[config.mk]
export PLATFORM = sky130hd
export DESIGN_NAME = button_debounce_combo_qualifier_core
export DESIGN_NICKNAME = d
export VERILOG_FILES = /design/src/sv/bdcq_pkg.sv /design/src/sv/bdcq_lane.sv /design/src/sv/bdcq_combo.sv /design/src/sv/button_debounce_combo_qualifier_core.sv
export SDC_FILE = /design/constraint.sdc
export NUM_CORES = 2
export LEC_CHECK = 0
export BUFFER_PORTS_ARGS = -buffer_cell sky130_fd_sc_hd__buf_2
export CELL_PAD_IN_SITES_DETAIL_PLACEMENT = 1
export CELL_PAD_IN_SITES_GLOBAL_PLACEMENT = 1
export CORE_ASPECT_RATIO = 0.9
export CORE_UTILIZATION = 50
export DETAILED_ROUTE_END_ITERATION = 10
export PLACE_DENSITY = 0.78
export SETUP_SLACK_MARGIN = 0.5
export SLEW_MARGIN = 20
export SYNTH_ARGS = -nofsm -noshare
export SYNTH_HDL_FRONTEND = slang
export SYNTH_HIERARCHICAL = 1
export SYNTH_SLANG_ARGS = --single-unit
[constraint.sdc]
create_clock -name clk -period 11.79 [get_ports clk]
set_clock_uncertainty 0.05 [all_clocks]
set_input_delay 2.358 -clock clk [delete_from_list [all_inputs] [get_ports clk]]
set_output_delay 2.358 -clock clk [all_outputs]
set_load 0.01 [all_outputs]
[src/sv/bdcq_pkg.sv]
package bdcq_pkg;

	localparam int TIME_W     = 32;
	localparam int POLL_W     = 10;
	localparam int MS_W       = 16;
	localparam int IDX_W      = 2;
	localparam int RAW_W      = 4;
	localparam int CFG_IDX_W  = 3;
	localparam int CFG_DATA_W = 16;

	localparam logic [CFG_IDX_W-1:0] REG_POLL_PERIOD  = 3'd0;
	localparam logic [CFG_IDX_W-1:0] REG_DEBOUNCE     = 3'd1;
	localparam logic [CFG_IDX_W-1:0] REG_INTERPRESS   = 3'd2;
	localparam logic [CFG_IDX_W-1:0] REG_LONG_PRESS   = 3'd3;
	localparam logic [CFG_IDX_W-1:0] REG_MODE_INDEX   = 3'd4;
	localparam logic [CFG_IDX_W-1:0] REG_PROFILE_INDEX = 3'd5;

	localparam logic [POLL_W-1:0] POLL_PERIOD_RST   = 10'd20;
	localparam logic [MS_W-1:0]   DEBOUNCE_RST      = 16'd50;
	localparam logic [MS_W-1:0]   INTERPRESS_RST    = 16'd200;
	localparam logic [MS_W-1:0]   LONG_PRESS_RST    = 16'd3000;
	localparam logic [IDX_W-1:0]  MODE_INDEX_RST    = 2'd0;
	localparam logic [IDX_W-1:0]  PROFILE_INDEX_RST = 2'd1;

	// combo tracker view for this tick, before the release check on fired
	typedef struct packed {
		logic tracking;
		logic fired;
		logic hit;
	} combo_gate_t;

endpackage

[src/sv/bdcq_lane.sv]
module bdcq_lane (
	input  logic                       clk,
	input  logic                       arst_n,
	input  logic                       advance,
	input  logic                       raw_down,
	input  logic [bdcq_pkg::TIME_W-1:0] now_n,
	input  logic [bdcq_pkg::MS_W-1:0]   debounce,
	input  logic [bdcq_pkg::MS_W-1:0]   interpress,
	input  logic                       allow,
	input  logic                       fire_on_release,
	output logic                       stable_nxt,
	output logic                       fire
);
	import bdcq_pkg::*;

	logic              last_raw_q;
	logic              stable_q;
	logic [TIME_W-1:0] change_q;
	logic [TIME_W-1:0] fire_time_q;
	logic [TIME_W-1:0] change_n;
	logic              edge_seen;
	logic              lock_ok;

	always_comb begin
		change_n   = (raw_down != last_raw_q) ? now_n : change_q;
		stable_nxt = ((raw_down != stable_q) && ((now_n - change_n) >= TIME_W'(debounce)))
			? raw_down : stable_q;
	end

	always_comb begin
		edge_seen  = fire_on_release ? (stable_q && !stable_nxt) : (stable_nxt && !stable_q);
		lock_ok    = (now_n - fire_time_q) >= TIME_W'(interpress);
		fire       = allow && edge_seen && lock_ok;
	end

	always_ff @(posedge clk or negedge arst_n) begin
		if (!arst_n) begin
			last_raw_q  <= 1'b0;
			stable_q    <= 1'b0;
			change_q    <= '0;
			fire_time_q <= '0;
		end else if (advance) begin
			last_raw_q <= raw_down;
			change_q   <= change_n;
			stable_q   <= stable_nxt;
			if (fire) begin
				fire_time_q <= now_n;
			end
		end
	end

endmodule

[src/sv/bdcq_combo.sv]
module bdcq_combo #(
	parameter int BUTTONS = 4
) (
	input  logic                        clk,
	input  logic                        arst_n,
	input  logic                        advance,
	input  logic [BUTTONS-1:0]          stable_nxt,
	input  logic [bdcq_pkg::TIME_W-1:0] now_n,
	input  logic [bdcq_pkg::MS_W-1:0]   long_press,
	input  logic [bdcq_pkg::IDX_W-1:0]  mode_idx,
	input  logic [bdcq_pkg::IDX_W-1:0]  profile_idx,
	output logic [BUTTONS-1:0]          mode_sel,
	output logic [BUTTONS-1:0]          profile_sel,
	output bdcq_pkg::combo_gate_t       gate
);
	import bdcq_pkg::*;

	logic              tracking_q;
	logic              fired_q;
	logic [TIME_W-1:0] start_q;
	logic              tracking_n;
	logic              fired_mid;
	logic              fired_n;
	logic [TIME_W-1:0] start_n;
	logic              mode_on;
	logic              profile_on;
	logic              hit;

	always_comb begin
		mode_on    = 1'b0;
		profile_on = 1'b0;
		for (int i = 0; i < BUTTONS; i++) begin
			mode_sel[i]    = (32'(mode_idx) == 32'(i));
			profile_sel[i] = (32'(profile_idx) == 32'(i));
			mode_on        = mode_on | (stable_nxt[i] & mode_sel[i]);
			profile_on     = profile_on | (stable_nxt[i] & profile_sel[i]);
		end

		tracking_n = tracking_q;
		fired_mid  = fired_q;
		start_n    = start_q;
		hit        = 1'b0;
		if (!(mode_on && profile_on)) begin
			tracking_n = 1'b0;
		end else if (!tracking_q) begin
			tracking_n = 1'b1;
			fired_mid  = 1'b0;
			start_n    = now_n;
		end else if (!fired_q && ((now_n - start_q) >= TIME_W'(long_press))) begin
			fired_mid = 1'b1;
			hit       = 1'b1;
		end
		// drop the block once both combo buttons are released
		fired_n = fired_mid && (mode_on || profile_on);

		gate.tracking = tracking_n;
		gate.fired    = fired_mid;
		gate.hit      = hit;
	end

	always_ff @(posedge clk or negedge arst_n) begin
		if (!arst_n) begin
			tracking_q <= 1'b0;
			fired_q    <= 1'b0;
			start_q    <= '0;
		end else if (advance) begin
			tracking_q <= tracking_n;
			fired_q    <= fired_n;
			start_q    <= start_n;
		end
	end

	assert property (@(posedge clk) disable iff (!arst_n)
		advance && hit |=> tracking_q && fired_q)
		else $error("combo fired without tracking state set");

endmodule

[src/sv/button_debounce_combo_qualifier_core.sv]
// Pipeline: the input register loads at the input transfer, and the result register
// loads when that tick advances, which waits while a held result is not taken.
// Throughput: one tick per cycle; the input stalls only while both registers hold a
// tick and the result waits at the output.
// Reset clears time, all button and combo state and both pipeline valids, and puts
// the configuration registers at their defaults.
module button_debounce_combo_qualifier_core #(
	parameter int BUTTONS = 4
) (
	input  logic                            clk,
	input  logic                            arst_n,
	input  logic                            in_valid,
	output logic                            in_ready,
	input  logic [bdcq_pkg::RAW_W-1:0]      raw_levels,
	output logic                            out_valid,
	input  logic                            out_ready,
	output logic [bdcq_pkg::RAW_W-1:0]      press_events,
	output logic                            combo_event,
	output logic [bdcq_pkg::RAW_W-1:0]      stable_levels,
	input  logic                            cfg_we,
	input  logic [bdcq_pkg::CFG_IDX_W-1:0]  cfg_index,
	input  logic [bdcq_pkg::CFG_DATA_W-1:0] cfg_data
);
	import bdcq_pkg::*;

	localparam int EXT_W = (BUTTONS > RAW_W) ? BUTTONS : RAW_W;

	logic [POLL_W-1:0] poll_q;
	logic [MS_W-1:0]   debounce_q;
	logic [MS_W-1:0]   interpress_q;
	logic [MS_W-1:0]   long_press_q;
	logic [IDX_W-1:0]  mode_idx_q;
	logic [IDX_W-1:0]  profile_idx_q;

	logic              valid_s1;
	logic [RAW_W-1:0]  raw_s1;
	logic              valid_s2;
	logic [RAW_W-1:0]  events_s2;
	logic              combo_s2;
	logic [RAW_W-1:0]  levels_s2;

	logic              advance;
	logic [TIME_W-1:0] now_q;
	logic [TIME_W-1:0] now_n;

	logic [BUTTONS-1:0] raw_down;
	logic [BUTTONS-1:0] stable_nxt;
	logic [BUTTONS-1:0] fire;
	logic [BUTTONS-1:0] allow;
	logic [BUTTONS-1:0] mode_sel;
	logic [BUTTONS-1:0] profile_sel;
	combo_gate_t        gate;
	logic [EXT_W-1:0]   fire_ext;
	logic [EXT_W-1:0]   stable_ext;

	assign advance   = valid_s1 && (!valid_s2 || out_ready);
	assign in_ready  = !valid_s1 || advance;
	assign now_n     = now_q + TIME_W'(poll_q);
	assign fire_ext   = EXT_W'(fire);
	assign stable_ext = EXT_W'(stable_nxt);

	always_ff @(posedge clk or negedge arst_n) begin
		if (!arst_n) begin
			poll_q        <= POLL_PERIOD_RST;
			debounce_q    <= DEBOUNCE_RST;
			interpress_q  <= INTERPRESS_RST;
			long_press_q  <= LONG_PRESS_RST;
			mode_idx_q    <= MODE_INDEX_RST;
			profile_idx_q <= PROFILE_INDEX_RST;
		end else if (cfg_we) begin
			unique case (cfg_index)
				REG_POLL_PERIOD:   poll_q        <= cfg_data[POLL_W-1:0];
				REG_DEBOUNCE:      debounce_q    <= cfg_data[MS_W-1:0];
				REG_INTERPRESS:    interpress_q  <= cfg_data[MS_W-1:0];
				REG_LONG_PRESS:    long_press_q  <= cfg_data[MS_W-1:0];
				REG_MODE_INDEX:    mode_idx_q    <= cfg_data[IDX_W-1:0];
				REG_PROFILE_INDEX: profile_idx_q <= cfg_data[IDX_W-1:0];
				default: ;
			endcase
		end
	end

	always_ff @(posedge clk or negedge arst_n) begin
		if (!arst_n) begin
			valid_s1 <= 1'b0;
			valid_s2 <= 1'b0;
			now_q    <= '0;
		end else begin
			if (in_ready) begin
				valid_s1 <= in_valid;
			end
			if (advance) begin
				valid_s2 <= 1'b1;
				now_q    <= now_n;
			end else if (out_ready) begin
				valid_s2 <= 1'b0;
			end
		end
	end

	always_ff @(posedge clk) begin
		if (in_valid && in_ready) begin
			raw_s1 <= raw_levels;
		end
		if (advance) begin
			events_s2 <= fire_ext[RAW_W-1:0];
			combo_s2  <= gate.hit;
			levels_s2 <= stable_ext[RAW_W-1:0];
		end
	end

	genvar gi;
	generate
		for (gi = 0; gi < BUTTONS; gi++) begin : g_lane
			if (gi < RAW_W) begin : g_wired
				assign raw_down[gi] = !raw_s1[gi];
			end else begin : g_absent
				assign raw_down[gi] = 1'b0;
			end

			// profile button fires on release; all are blocked while the combo is tracked, profile and mode also once it fired
			assign allow[gi] = profile_sel[gi] ? (!gate.tracking && !gate.fired)
				: (!gate.tracking && !(gate.fired && mode_sel[gi]));

			bdcq_lane u_lane (
				.clk            (clk),
				.arst_n         (arst_n),
				.advance        (advance),
				.raw_down       (raw_down[gi]),
				.now_n          (now_n),
				.debounce       (debounce_q),
				.interpress     (interpress_q),
				.allow          (allow[gi]),
				.fire_on_release(profile_sel[gi]),
				.stable_nxt     (stable_nxt[gi]),
				.fire           (fire[gi])
			);
		end
	endgenerate

	bdcq_combo #(
		.BUTTONS(BUTTONS)
	) u_combo (
		.clk        (clk),
		.arst_n     (arst_n),
		.advance    (advance),
		.stable_nxt (stable_nxt),
		.now_n      (now_n),
		.long_press (long_press_q),
		.mode_idx   (mode_idx_q),
		.profile_idx(profile_idx_q),
		.mode_sel   (mode_sel),
		.profile_sel(profile_sel),
		.gate       (gate)
	);

	assign out_valid     = valid_s2;
	assign press_events  = events_s2;
	assign combo_event   = combo_s2;
	assign stable_levels = levels_s2;

	assert property (@(posedge clk) disable iff (!arst_n)
		!in_ready |-> valid_s1 && valid_s2 && !out_ready)
		else $error("input stalled while the pipeline could move");

	assert property (@(posedge clk) disable iff (!arst_n)
		!advance |=> $stable(now_q))
		else $error("time advanced without a tick");

	assert property (@(posedge clk) disable iff (!arst_n)
		advance |=> valid_s2)
		else $error("tick transfer lost its result");

	assert property (@(posedge clk) disable iff (!arst_n)
		advance && gate.tracking |-> fire == '0)
		else $error("press event while combo is tracked");

endmodule
==> run metrics <==
final period utilization=between 90 and 100%; Fin Setup TNS=0 ns; later-pin clock latency in the skew report=0.65 ns; Post-synth ARST share=around 97%; I/O Buffers=38; RSZ-0062 raised after global routing=no; number of buffers on the longest clock path=3; Top Ports=39; residual DRC count=0; Post-synth EDFFs=13; Final HPWL DP=around 110 mm; antenna cell count=0; Reg clk slew, reported paths=about 0.060 ns; Avg Synthesized Cell Area=roughly 8.4 sq um; yosys warns=6; CP endpoint kind=flip-flop; DR pass1 iterations=5; routability cong.=roughly 0.93; final WL=~150 mm; Vias=37800; Num CTS Buffers=52; Setup Viol. Count Final=0; area delta synth->final=8.56%; Initial Utilization=50.8%; first-pass GRT wire length=229 mm; worst min-delay path class=flip-flop to flip-flop; fin area=approximately 0.044 sq mm; post-CTS sizing=0; CTS Sinks=407; register area=about 0.010 sq mm; CTS Hold Bufs=0; fin crit period=10.64 ns; Syn Inst Count=4853; Max Cap Viol=0; count of final hold-check violations=0; CP arrival=11.11 ns; Synth cell types=around 130; Cell Area, Placed=0.0424 sq mm; max_slew headroom=17.2%; # fillers=9644; share of layout cells above drive strength 1=11.4%; Mapped Area=0.0407 sq mm; Root Driver=clkbuf_16; Max FO, Critical Path=27; status=finished clean; Worst path slowest cell=xnor2_2; Yosys reg bits=around 410; via/cell ratio=between 6 and 7; Die Wd=about 300 um; CP required=approximately 12 ns; routed length per placed instance=25.1 um; DRT antenna net count=0; final core occ=between 50 and 60%; CTS tree=yes; initial antenna violation count=4; slowest stage delay, CP=approximately 0.66 ns; sequential area share after synthesis=25.2%; dominant register cell in the synthesized netlist=dfrtp_1; CTS H-tree lvls=2; Post-CTS Setup Repair Bufs=0; core box area=~0.080 sq mm; post-synthesis net count=roughly 5300; Peak Freq=around 94 MHz; Starting DRT DRC Count=between 2000 and 3000; reg-to-reg slack, setup=between 1 and 1.5 ns; final-report max-slew violation count=0; CP Class=flip-flop to flip-flop; Slew @ Worst Pin=between 1 and 1.5 ns; pin count of the biggest net entering global routing=approximately 130; Startpoint Class=flip-flop; gr usage total=35.8%; multi-input logic area=approximately 0.029 sq mm; nets=between 5000 and 6000; Core Rows=98; Die ar.=slightly above 0.08 sq mm; grt total ovfl=0; Die H=between 200 and 300 um; vias in the first global route=38200
[area by class of cell]
type	instances	area share [%]
multi-input combinational	3863	64.5
clock inverter	27	0.747
clock buffer	71	3.29
tap	1050	2.97
inverter	426	3.63
sequential	407	23.2
timing repair buffer	103	1.61
[state kept, by name, summed over array words and instances, names as in the netlist]
name,cells
g_lane.u_lane/change_q,128
g_lane.u_lane/fire_time_q,128
now_q,32
u_combo/start_q,32
debounce_q,16
interpress_q,16
long_press_q,16
poll_q,10
g_lane.u_lane/last_raw_q,4
g_lane.u_lane/stable_q,4
press_events,4
raw_s1,4
stable_levels,4
mode_idx_q,2
profile_idx_q,2
combo_event,1
out_valid,1
u_combo/fired_q,1
u_combo/tracking_q,1
valid_s1,1
[worst paths after layout]
check | cells after the start | end | startpoint
max in group asynchronous | 3 | g_lane[0].u_lane/change_q[27]$_DFFE_PN0P_ | arst_n
max | 35 | g_lane[1].u_lane/fire_time_q[31]$_DFFE_PN0P_ | now_q[1]$_DFFE_PN0P_
min reg2reg | 2 | now_q[5]$_DFFE_PN0P_ | now_q[5]$_DFFE_PN0P_
max reg2reg | 35 | g_lane[1].u_lane/fire_time_q[31]$_DFFE_PN0P_ | now_q[1]$_DFFE_PN0P_
min | 2 | now_q[5]$_DFFE_PN0P_ | now_q[5]$_DFFE_PN0P_
min in group asynchronous | 1 | u_combo/start_q[23]$_DFFE_PN0P_ | arst_n
[cells by family (layout without fill, tap and decap cells)]
logic type,after synthesis,count (layout),share of synthesized area [%]
muxes,371,371,10.7
buffers and inverters,583,627,5.92
DFF,407,407,25.2
xor gates and xnor gates,254,254,5.54
adders and majority gates,437,437,13.3
and+or+nand+nor,1462,1462,17.9
AOI/OAI and AO/OA,1339,1339,21.4
[routing by layer]
metal | wire length, um | vias to the layer above | global-route usage (%)
li1 | - | 17500 | -
met1 | 67800 | 19000 | 49.7
met2 | 66100 | 1029 | 56.3
met3 | 9050 | 291 | 4.63
met4 | 6300 | 4 | 14.1
met5 | 23 | - | 0
[cell usage in the layout, fill, tap and decap left out, drive strengths merged, types with 25 or more instances in the layout]
master / n
o21bai: 25
o211ai: 57
nand3: 91
ha: 393
a211oi: 48
mux2i: 132
nand2: 400
or3: 28
and3: 35
o21a: 60
a21oi: 424
nand4: 82
o21ai: 288
a31oi: 46
inv: 427
mux2: 237
nor3: 93
nor2: 397
xnor2: 141
nor4: 32
buf: 103
xor2: 113
nor2b: 74
maj3: 38
or2: 26
o31ai: 31
nand2b: 93
and2: 27
a21o: 105
dfrtp: 378
clkbuf: 71
[through the flow]
step	hold WS, ns	std cells	worst slack [ns]
5_1_grt	0.449	5947	0.592
4_1_cts	0.438	5947	1.30
2_1_floorplan	0.400	4853	2.72
6_report	0.437	5947	1.15
3_5_place_dp	0.425	5849	1.36
3_3_place_gp	0.414	5849	1.68
[cell usage after synthesis (15+ instances only)]
master	count	area share [%]
mux2i_1	132	3.2
o21a_1	59	1.1
mux2_2	135	3.7
and3_1	35	0.54
nand2b_1	93	1.4
a2111oi_0	17	0.37
xor2_1	112	2.4
a22oi_1	15	0.28
o31ai_1	31	0.57
nand2_1	397	3.7
or3_1	27	0.41
o2111ai_1	19	0.41
o211ai_1	56	1.0
nor3_1	89	1.1
buf_4	17	0.31
maj3_1	38	0.93
nand3_1	89	1.1
nor2_1	397	3.7
clkbuf_1	98	0.90
o21ai_1	15	0.18
a211o_1	22	0.47
o21bai_1	25	0.46
ha_1	393	12
xnor2_1	138	3.0
a31oi_1	46	0.71
nor4_1	23	0.35
a211oi_1	46	0.85
and2_1	26	0.40
inv_1	426	3.9
nor2b_1	73	1.1
mux2_4	89	3.3
o21ai_0	272	3.3
dfrtp_1	378	23
a21oi_1	421	5.2
or2_2	20	0.31
a21o_1	105	1.9
nand4_1	81	1.2
buf_2	21	0.26
dfstp_2	16	1.0
[worst max-delay path, delay by kind of cell, from the launching register on]
kind                       cells  cell delay (ns)
muxes                          5             1.61
AOI/OAI and AO/OA             11             2.54
and+or+nand+nor               12             3.00
xor gates and xnor gates       2             0.87
DFF                            1             0.42
buffers and inverters          2             0.96
adders and majority gates      3             0.99
Power is not shown: default switching activity piles up to over one toggle a cycle in this logic, so the estimate is an artifact.
